### src/rtl/core/dpr_pkg.sv
// types and constants shared by the delta patch record parser
`default_nettype none
package dpr_pkg;

    typedef enum logic [3:0] {
        PH_MAGIC   = 4'd0,
        PH_CKLEN   = 4'd1,
        PH_SRCSIZE = 4'd2,
        PH_SRCCK   = 4'd3,
        PH_DSTSIZE = 4'd4,
        PH_DSTCK   = 4'd5,
        PH_RECLEN  = 4'd6,
        PH_COPYOFF = 4'd7,
        PH_COPYLEN = 4'd8,
        PH_LITERAL = 4'd9
    } t_phase;

    typedef enum logic [2:0] {
        K_NONE     = 3'd0,
        K_LITERAL  = 3'd1,
        K_COPY     = 3'd2,
        K_SRC_SIZE = 3'd3,
        K_SRC_CK   = 3'd4,
        K_DST_SIZE = 3'd5,
        K_DST_CK   = 3'd6
    } t_kind;

    typedef enum logic [1:0] {
        ST_OK       = 2'd0,
        ST_TRUNC    = 2'd1,
        ST_MISMATCH = 2'd2
    } t_status;

    localparam int FIFO_DEPTH = 2;

    typedef struct packed {
        logic [7:0] patch_byte;
        logic       last_byte;
    } t_item;

    typedef struct packed {
        t_kind       kind;
        logic [7:0]  data_byte;
        logic [31:0] field_value;
        logic [31:0] copy_length;
        logic        done_res;
        t_status     status;
    } t_res;

    // classified byte handed from the parser to the output side
    typedef struct packed {
        t_kind       kind;
        logic [7:0]  data_byte;
        logic [31:0] field_value;
        logic [31:0] copy_length;
        logic        last;
        logic        trunc;
    } t_cmd;

endpackage
`default_nettype wire

### src/rtl/core/dpr_front.sv
// parse front: phase tracking, field collection and byte classification
`default_nettype none
module dpr_front #(
    parameter int MAGIC_LEN = 4,
    parameter int LEN_BYTES = 2
) (
    input  wire                 i_clk,
    input  wire                 i_rst_n,
    input  wire                 i_accept,
    input  wire dpr_pkg::t_item i_item,
    input  wire                 i_cfg_wr_en,
    input  wire [15:0]          i_cfg_wr_data,
    output dpr_pkg::t_cmd       o_cmd
);

    localparam dpr_pkg::t_phase START_PHASE =
        (MAGIC_LEN == 0) ? dpr_pkg::PH_CKLEN : dpr_pkg::PH_MAGIC;

    dpr_pkg::t_phase r_phase, n_phase;
    logic [31:0]     r_bc, n_bc;
    logic [31:0]     r_acc, n_acc;
    logic [31:0]     r_cklen, n_cklen;
    logic [31:0]     r_off, n_off;
    logic [15:0]     r_marker;

    logic [31:0] bc_inc;
    logic [31:0] acc_sum;
    logic        done4;
    logic        done_len;

    always_comb begin
        bc_inc   = r_bc + 32'd1;
        acc_sum  = r_acc | (32'(i_item.patch_byte) << {r_bc[1:0], 3'b000});
        done4    = (bc_inc >= 32'd4);
        done_len = (bc_inc >= 32'(LEN_BYTES));

        n_phase = r_phase;
        n_bc    = r_bc;
        n_acc   = r_acc;
        n_cklen = r_cklen;
        n_off   = r_off;
        o_cmd   = '0;
        o_cmd.last = i_item.last_byte;

        unique case (r_phase)
            dpr_pkg::PH_MAGIC: begin
                n_bc = bc_inc;
                if (bc_inc >= 32'(MAGIC_LEN)) begin
                    n_bc    = '0;
                    n_phase = dpr_pkg::PH_CKLEN;
                end
            end
            dpr_pkg::PH_CKLEN: begin
                n_bc  = bc_inc;
                n_acc = acc_sum;
                if (done4) begin
                    n_cklen = acc_sum;
                    n_bc    = '0;
                    n_acc   = '0;
                    n_phase = dpr_pkg::PH_SRCSIZE;
                end
            end
            dpr_pkg::PH_SRCSIZE: begin
                n_bc  = bc_inc;
                n_acc = acc_sum;
                if (done4) begin
                    o_cmd.kind        = dpr_pkg::K_SRC_SIZE;
                    o_cmd.field_value = acc_sum;
                    n_bc    = '0;
                    n_acc   = '0;
                    n_phase = (r_cklen != '0) ? dpr_pkg::PH_SRCCK : dpr_pkg::PH_DSTSIZE;
                end
            end
            dpr_pkg::PH_SRCCK: begin
                o_cmd.kind      = dpr_pkg::K_SRC_CK;
                o_cmd.data_byte = i_item.patch_byte;
                n_bc = bc_inc;
                if (bc_inc >= r_cklen) begin
                    n_bc    = '0;
                    n_phase = dpr_pkg::PH_DSTSIZE;
                end
            end
            dpr_pkg::PH_DSTSIZE: begin
                n_bc  = bc_inc;
                n_acc = acc_sum;
                if (done4) begin
                    o_cmd.kind        = dpr_pkg::K_DST_SIZE;
                    o_cmd.field_value = acc_sum;
                    n_bc    = '0;
                    n_acc   = '0;
                    n_phase = (r_cklen != '0) ? dpr_pkg::PH_DSTCK : dpr_pkg::PH_RECLEN;
                end
            end
            dpr_pkg::PH_DSTCK: begin
                o_cmd.kind      = dpr_pkg::K_DST_CK;
                o_cmd.data_byte = i_item.patch_byte;
                n_bc = bc_inc;
                if (bc_inc >= r_cklen) begin
                    n_bc    = '0;
                    n_phase = dpr_pkg::PH_RECLEN;
                end
            end
            dpr_pkg::PH_RECLEN: begin
                n_bc  = bc_inc;
                n_acc = acc_sum;
                if (done_len) begin
                    n_bc  = '0;
                    n_acc = '0;
                    if (acc_sum == {16'd0, r_marker}) begin
                        n_phase = dpr_pkg::PH_COPYOFF;
                    end else if (acc_sum != '0) begin
                        n_bc    = acc_sum;
                        n_phase = dpr_pkg::PH_LITERAL;
                    end
                end
            end
            dpr_pkg::PH_COPYOFF: begin
                n_bc  = bc_inc;
                n_acc = acc_sum;
                if (done4) begin
                    n_off   = acc_sum;
                    n_bc    = '0;
                    n_acc   = '0;
                    n_phase = dpr_pkg::PH_COPYLEN;
                end
            end
            dpr_pkg::PH_COPYLEN: begin
                n_bc  = bc_inc;
                n_acc = acc_sum;
                if (done4) begin
                    o_cmd.kind        = dpr_pkg::K_COPY;
                    o_cmd.field_value = r_off;
                    o_cmd.copy_length = acc_sum;
                    n_bc    = '0;
                    n_acc   = '0;
                    n_phase = dpr_pkg::PH_RECLEN;
                end
            end
            dpr_pkg::PH_LITERAL: begin
                o_cmd.kind      = dpr_pkg::K_LITERAL;
                o_cmd.data_byte = i_item.patch_byte;
                if (r_bc != '0) begin
                    n_bc = r_bc - 32'd1;
                end
                if (r_bc <= 32'd1) begin
                    n_phase = dpr_pkg::PH_RECLEN;
                end
            end
            default: begin
                n_phase = START_PHASE;
                n_bc    = '0;
                n_acc   = '0;
            end
        endcase

        o_cmd.trunc = (n_phase != dpr_pkg::PH_RECLEN) || (n_bc != '0);

        if (i_item.last_byte) begin
            n_phase = START_PHASE;
            n_bc    = '0;
            n_acc   = '0;
            n_cklen = '0;
            n_off   = '0;
        end
    end

    always_ff @(posedge i_clk) begin
        if (!i_rst_n) begin
            r_phase  <= START_PHASE;
            r_bc     <= '0;
            r_acc    <= '0;
            r_cklen  <= '0;
            r_off    <= '0;
            r_marker <= 16'd4096;
        end else begin
            if (i_accept) begin
                r_phase <= n_phase;
                r_bc    <= n_bc;
                r_acc   <= n_acc;
                r_cklen <= n_cklen;
                r_off   <= n_off;
            end
            if (i_cfg_wr_en) begin
                r_marker <= i_cfg_wr_data;
            end
        end
    end

endmodule
`default_nettype wire

### src/rtl/core/dpr_fifo.sv
// two entry queue between the parse front and the output side
`default_nettype none
module dpr_fifo (
    input  wire                 i_clk,
    input  wire                 i_rst_n,
    input  wire                 i_push,
    input  wire dpr_pkg::t_cmd  i_cmd,
    input  wire                 i_pop,
    output dpr_pkg::t_cmd       o_cmd,
    output logic                o_full,
    output logic                o_empty
);

    localparam int PW = (dpr_pkg::FIFO_DEPTH > 1) ? $clog2(dpr_pkg::FIFO_DEPTH) : 1;
    localparam int CW = $clog2(dpr_pkg::FIFO_DEPTH + 1);

    dpr_pkg::t_cmd r_mem [dpr_pkg::FIFO_DEPTH];
    logic [PW-1:0] r_wr_ptr, r_rd_ptr;
    logic [CW-1:0] r_count;

    assign o_cmd   = r_mem[r_rd_ptr];
    assign o_full  = (r_count == CW'(dpr_pkg::FIFO_DEPTH));
    assign o_empty = (r_count == '0);

    always_ff @(posedge i_clk) begin
        if (i_push) begin
            r_mem[r_wr_ptr] <= i_cmd;
        end
    end

    always_ff @(posedge i_clk) begin
        if (!i_rst_n) begin
            r_wr_ptr <= '0;
            r_rd_ptr <= '0;
            r_count  <= '0;
        end else begin
            if (i_push) begin
                r_wr_ptr <= (r_wr_ptr == PW'(dpr_pkg::FIFO_DEPTH - 1)) ? '0 : r_wr_ptr + 1'b1;
            end
            if (i_pop) begin
                r_rd_ptr <= (r_rd_ptr == PW'(dpr_pkg::FIFO_DEPTH - 1)) ? '0 : r_rd_ptr + 1'b1;
            end
            if (i_push && !i_pop) begin
                r_count <= r_count + 1'b1;
            end else if (!i_push && i_pop) begin
                r_count <= r_count - 1'b1;
            end
        end
    end

endmodule
`default_nettype wire

### src/rtl/core/dpr_back.sv
// output side: produced count, size check, status and output register
`default_nettype none
module dpr_back (
    input  wire                 i_clk,
    input  wire                 i_rst_n,
    input  wire                 i_empty,
    input  wire dpr_pkg::t_cmd  i_cmd,
    output logic                o_pop,
    output logic                o_valid,
    input  wire                 i_stall,
    output dpr_pkg::t_res       o_res
);

    logic [31:0]   r_produced, n_produced;
    logic [31:0]   r_dest, n_dest;
    logic          r_valid;
    dpr_pkg::t_res r_res, n_res;

    logic [31:0] add_val;
    logic [32:0] sum;

    assign o_pop   = !i_empty && (!r_valid || !i_stall);
    assign o_valid = r_valid;
    assign o_res   = r_res;

    always_comb begin
        case (i_cmd.kind)
            dpr_pkg::K_LITERAL: add_val = 32'd1;
            dpr_pkg::K_COPY:    add_val = i_cmd.copy_length;
            default:            add_val = '0;
        endcase
        sum        = {1'b0, r_produced} + {1'b0, add_val};
        n_produced = sum[32] ? '1 : sum[31:0];
        n_dest     = (i_cmd.kind == dpr_pkg::K_DST_SIZE) ? i_cmd.field_value : r_dest;

        n_res.kind        = i_cmd.kind;
        n_res.data_byte   = i_cmd.data_byte;
        n_res.field_value = i_cmd.field_value;
        n_res.copy_length = i_cmd.copy_length;
        n_res.done_res    = i_cmd.last;
        if (!i_cmd.last) begin
            n_res.status = dpr_pkg::ST_OK;
        end else if (i_cmd.trunc) begin
            n_res.status = dpr_pkg::ST_TRUNC;
        end else if (n_produced != n_dest) begin
            n_res.status = dpr_pkg::ST_MISMATCH;
        end else begin
            n_res.status = dpr_pkg::ST_OK;
        end

        if (i_cmd.last) begin
            n_produced = '0;
            n_dest     = '0;
        end
    end

    always_ff @(posedge i_clk) begin
        if (o_pop) begin
            r_res <= n_res;
        end
    end

    always_ff @(posedge i_clk) begin
        if (!i_rst_n) begin
            r_valid    <= 1'b0;
            r_produced <= '0;
            r_dest     <= '0;
        end else begin
            if (o_pop) begin
                r_valid    <= 1'b1;
                r_produced <= n_produced;
                r_dest     <= n_dest;
            end else if (!i_stall) begin
                r_valid <= 1'b0;
            end
        end
    end

endmodule
`default_nettype wire

### src/rtl/core/delta_patch_record_parser.sv
// top level of the delta patch record parser
//
//  channel  direction  handshake                     payload
//  in       input      i_in_valid / o_in_stall       i_in_item  (t_item)
//  out      output     o_out_valid / i_out_stall     o_out_res  (t_res)
//  cfg      input      i_cfg_wr_en                   i_cfg_wr_data (copy marker)
//
//  one byte a cycle while the queue has room; the front parser updates phase and fields
//  a result goes from the parser into the queue and then into the output register
//  the two entry queue lets the front keep accepting while the output is stalled
//  o_in_stall is high only while the queue is full
//  synchronous active low reset, no clearing pass
`default_nettype none
module delta_patch_record_parser #(
    parameter int MAGIC_LEN = 4,
    parameter int LEN_BYTES = 2
) (
    input  wire                  i_clk,
    input  wire                  i_rst_n,
    input  wire                  i_in_valid,
    output logic                 o_in_stall,
    input  wire dpr_pkg::t_item  i_in_item,
    output logic                 o_out_valid,
    input  wire                  i_out_stall,
    output dpr_pkg::t_res        o_out_res,
    input  wire                  i_cfg_wr_en,
    input  wire [15:0]           i_cfg_wr_data
);

    dpr_pkg::t_cmd w_front_cmd;
    dpr_pkg::t_cmd w_queue_cmd;
    logic          w_full;
    logic          w_empty;
    logic          w_pop;
    logic          w_accept;

    assign o_in_stall = w_full;
    assign w_accept   = i_in_valid && !w_full;

    dpr_front #(
        .MAGIC_LEN (MAGIC_LEN),
        .LEN_BYTES (LEN_BYTES)
    ) u_front (
        .i_clk         (i_clk),
        .i_rst_n       (i_rst_n),
        .i_accept      (w_accept),
        .i_item        (i_in_item),
        .i_cfg_wr_en   (i_cfg_wr_en),
        .i_cfg_wr_data (i_cfg_wr_data),
        .o_cmd         (w_front_cmd)
    );

    dpr_fifo u_fifo (
        .i_clk   (i_clk),
        .i_rst_n (i_rst_n),
        .i_push  (w_accept),
        .i_cmd   (w_front_cmd),
        .i_pop   (w_pop),
        .o_cmd   (w_queue_cmd),
        .o_full  (w_full),
        .o_empty (w_empty)
    );

    dpr_back u_back (
        .i_clk   (i_clk),
        .i_rst_n (i_rst_n),
        .i_empty (w_empty),
        .i_cmd   (w_queue_cmd),
        .o_pop   (w_pop),
        .o_valid (o_out_valid),
        .i_stall (i_out_stall),
        .o_res   (o_out_res)
    );

    a_no_out_after_reset: assert property (@(posedge i_clk)
        (i_rst_n && $past(!i_rst_n)) |-> !o_out_valid)
        else $error("output valid right after reset");

    a_queue_full_empty: assert property (@(posedge i_clk) disable iff (!i_rst_n)
        !(w_full && w_empty))
        else $error("queue full and empty at once");

    a_status_only_on_done: assert property (@(posedge i_clk) disable iff (!i_rst_n)
        (o_out_valid && !o_out_res.done_res) |-> (o_out_res.status == dpr_pkg::ST_OK))
        else $error("status set without done");

    a_literal_fields: assert property (@(posedge i_clk) disable iff (!i_rst_n)
        (o_out_valid && o_out_res.kind == dpr_pkg::K_LITERAL) |->
        (o_out_res.field_value == '0 && o_out_res.copy_length == '0))
        else $error("literal result carries field values");

    a_accept_fills_queue: assert property (@(posedge i_clk) disable iff (!i_rst_n)
        w_accept |=> !w_empty)
        else $error("accepted transfer did not reach the queue");

endmodule
`default_nettype wire

### config.mk
export PLATFORM = sky130hd
export DESIGN_NAME = delta_patch_record_parser
export DESIGN_NICKNAME = d
export VERILOG_FILES = /design/src/rtl/core/dpr_pkg.sv /design/src/rtl/core/dpr_front.sv /design/src/rtl/core/dpr_fifo.sv /design/src/rtl/core/dpr_back.sv /design/src/rtl/core/delta_patch_record_parser.sv
export SDC_FILE = /design/constraint.sdc
export NUM_CORES = 1
export LEC_CHECK = 0
export ABC_AREA = 1
export CAP_MARGIN = 10
export CORE_AREA = 3 3 203 255
export DETAILED_ROUTE_END_ITERATION = 6
export DIE_AREA = 0 0 206 258
export DONT_BUFFER_PORTS = 1
export HOLD_SLACK_MARGIN = 0.02
export PLACE_DENSITY = 0.72
export SLEW_MARGIN = 20
export SYNTH_ARGS = -nofsm -noshare
export SYNTH_HDL_FRONTEND = slang
export SYNTH_SLANG_ARGS = --single-unit
export TNS_END_PERCENT = 100
### constraint.sdc
create_clock -name i_clk -period 7.7 [get_ports i_clk]
set_input_delay 1.54 -clock i_clk [delete_from_list [all_inputs] [get_ports i_clk]]
set_output_delay 1.54 -clock i_clk [all_outputs]
set_load 0.01 [all_outputs]
==> metrics <==
Tightest Pin Transition=~1.1 ns; Setup CP Type=flip-flop to flip-flop; worst hold path class=flip-flop to flip-flop; CP most frequent cell=nand2_1; drt initial violations=about 1900; layout net count=about 3200; max-slew violations=0; Mapped Area=24600 µm²; Hold-fix buffers, CTS=0; Pre-antenna DRT Iters=7; Post-DP Area=~25000 µm²; R2R cell count=25; hold path depth=2; fmax=about 190 MHz; Max-slew headroom=between 20 and 30%; max cap viols=0; Detail Route Antenna Nets=0; Placement Rows=91; routed wire length per instance=approximately 19 µm; gr usage total=26.3%; DIE HEIGHT=~260 µm; drt drc=5; total number of vias=approximately 21000; clk slew on worst S/H paths=~0.06 ns; die area=53100 µm²; Final HPWL DP=~52000 µm; max incr delay on CP=0.77 ns; gr ovfl total=0; RePlAce Congestion=approximately 1.0; IO Port Bufs=0; number of enable flip-flop cells after synthesis=about 230; postcts setup bufs=0; synthesized instance count=about 3200; commonest non-fill, non-tap cell in the layout=nand2_1; min Tclk post-route=5.16 ns; post_cts resized=0; crit share post-route=around 67%; CTS Buffer Depth=3; Clk Latency, worst-skew pair=slightly below 0.6 ns; skew final=approximately 0.017 ns; DIE WIDTH=roughly 210 µm; Leak=about 11 nW; Max FO, Critical Path=54; Req. time, crit path=about 8 ns; initial core utilization=49.9%; core area=49400 µm²; Peak VDD IR=about 0.24 mV; highest-count cells in the layout ignoring fill and taps=753 x nand2_1, 392 x inv_1, 326 x nor2_1; ant diodes=0; CTS tree=done; # IOs=between 100 and 150; first-pass GRT wire length=about 110000 µm; final instance area=26400 µm²; initial antenna violation count=0; ys async rst share=0%; P per Cell Area=roughly 280 nW/µm²; CTS Buf Count=45; H-tree levels=2; CP endpoint kind=flip-flop; vias per std cell=5.54; Final Power=7.46 mW; pin count of the biggest net entering global routing=just under 80; final wirelength=70700 µm; final hold violation count=0; ys flop type=edfxtp_1; TNS Setup=0 ns; post-synthesis net count=roughly 3300; vias in the first global route=about 20000; Syn Area/Cell=7.69 µm²; CTS sink count=450; share of layout cells above drive strength 1=between 8 and 9%; outcome=finished, violations left; register area share after synthesis=46.0%; Area Overhead vs Synth=7.13%; RSZ-0062 raised after global routing=false; crit path DAT=about 5.5 ns; Critical Path Slowest Stage Cell=inv_1; Setup-failing EPs final=0; Syn. warnings=0; CP startpoint kind=flip-flop; Netlist cell types=53; failing checks=design-rule violations; Yosys reg bits=450; CTS Root Cell=clkbuf_16
stage by stage:
step                      setup WS, ns  util, %  std cells  hold slack (ns)
final                             2.54     53.4       3810            0.453
after global routing              1.98     53.4       3810            0.469
after CTS                         2.57     53.4       3810            0.451
after detailed placement          2.60     50.4       3729            0.441
after global placement            2.78     50.4       3729            0.437
after floorplan                   2.09        -       3205            0.426
where the power goes:
group	leakage, nW	switching (mW)	internal (mW)
clock	0.705	0.943	1.25
sequential	4.00	0.278	3.09
combinational	6.22	1.41	0.495
total	10.9	2.63	4.84
path summary, 6_finish.rpt:
| check | start | slack [ns] | to |
|---|---|---|---|
| setup / recovery | flip-flop | 2.54 | u_back.o_res[1] |
| hold / removal | u_front.r_off[16] | 0.45 | u_front.r_off[16] |
| setup reg to reg | flip-flop | 2.54 | u_back.o_res[1] |
| hold reg to reg | u_front.r_off[16] | 0.45 | u_front.r_off[16] |
area by class of cell:
type                       instances  area, µm²
timing repair buffer              19        143
clock inverter                    21        205
multi-input combinational       2203      11100
fill                            4690      23000
inverter                         406       1530
tap                              651        815
sequential                       450      11300
clock buffer                      60       1250
cells by family (layout without fill, tap and decap cells):
logic type                 count (synthesis)  count (layout)  share of synthesized area, %
AOI/OAI and AO/OA                        594             594                          13.1
xor gates and xnor gates                  56              56                          1.99
adders and majority gates                 70              70                          3.59
buffers and inverters                    552             506                          9.19
DFF                                      450             450                          46.0
and+or+nand+nor                         1483            1483                          26.2
per-layer routing:
layer / GRT usage [%] / routed length, µm / vias up
met5: 0 / 0 / -
met4: 14.1 / 4270 / 0
met3: 3.81 / 4150 / 205
met2: 44.7 / 34200 / 752
met1: 32.2 / 28100 / 9788
li1: - / - / 10400
flip-flops by register name, summed over array words and instances (netlist names), named ones only:
| signal | count |
|---|---|
| u_fifo.r_mem | 154 |
| u_back.o_res | 78 |
| u_back.r_dest | 32 |
| u_back.r_produced | 32 |
| u_front.r_acc | 32 |
| u_front.r_bc | 32 |
| u_front.r_cklen | 32 |
| u_front.r_off | 32 |
| u_front.r_marker | 16 |
| u_front.r_phase | 4 |
| u_fifo.r_count | 2 |
| u_back.o_valid | 1 |
| u_fifo.r_rd_ptr | 1 |
| u_fifo.r_wr_ptr | 1 |
synth_stat cells, drive strengths merged (33+ instances only):
master,instances,area [µm²]
a21oi,260,1340
buf,65,417
clkbuf,78,294
dfxtp,218,4360
edfxtp,232,6970
ha,69,863
inv,404,1520
nand2,773,2950
nand3,207,1150
nand4,48,300
nor2,348,1390
o21ai,246,1250
o22ai,33,220
or2,69,432
xor2,36,315
critical path, delay by kind of cell (launching register included):
family,cells,cell delay (ns)
simple gates,17,2.17
buf+inv,4,1.55
compound gates,3,0.44
flops,1,0.37
fa+ha+maj,1,0.37
Power figures use the tool's default switching activity.
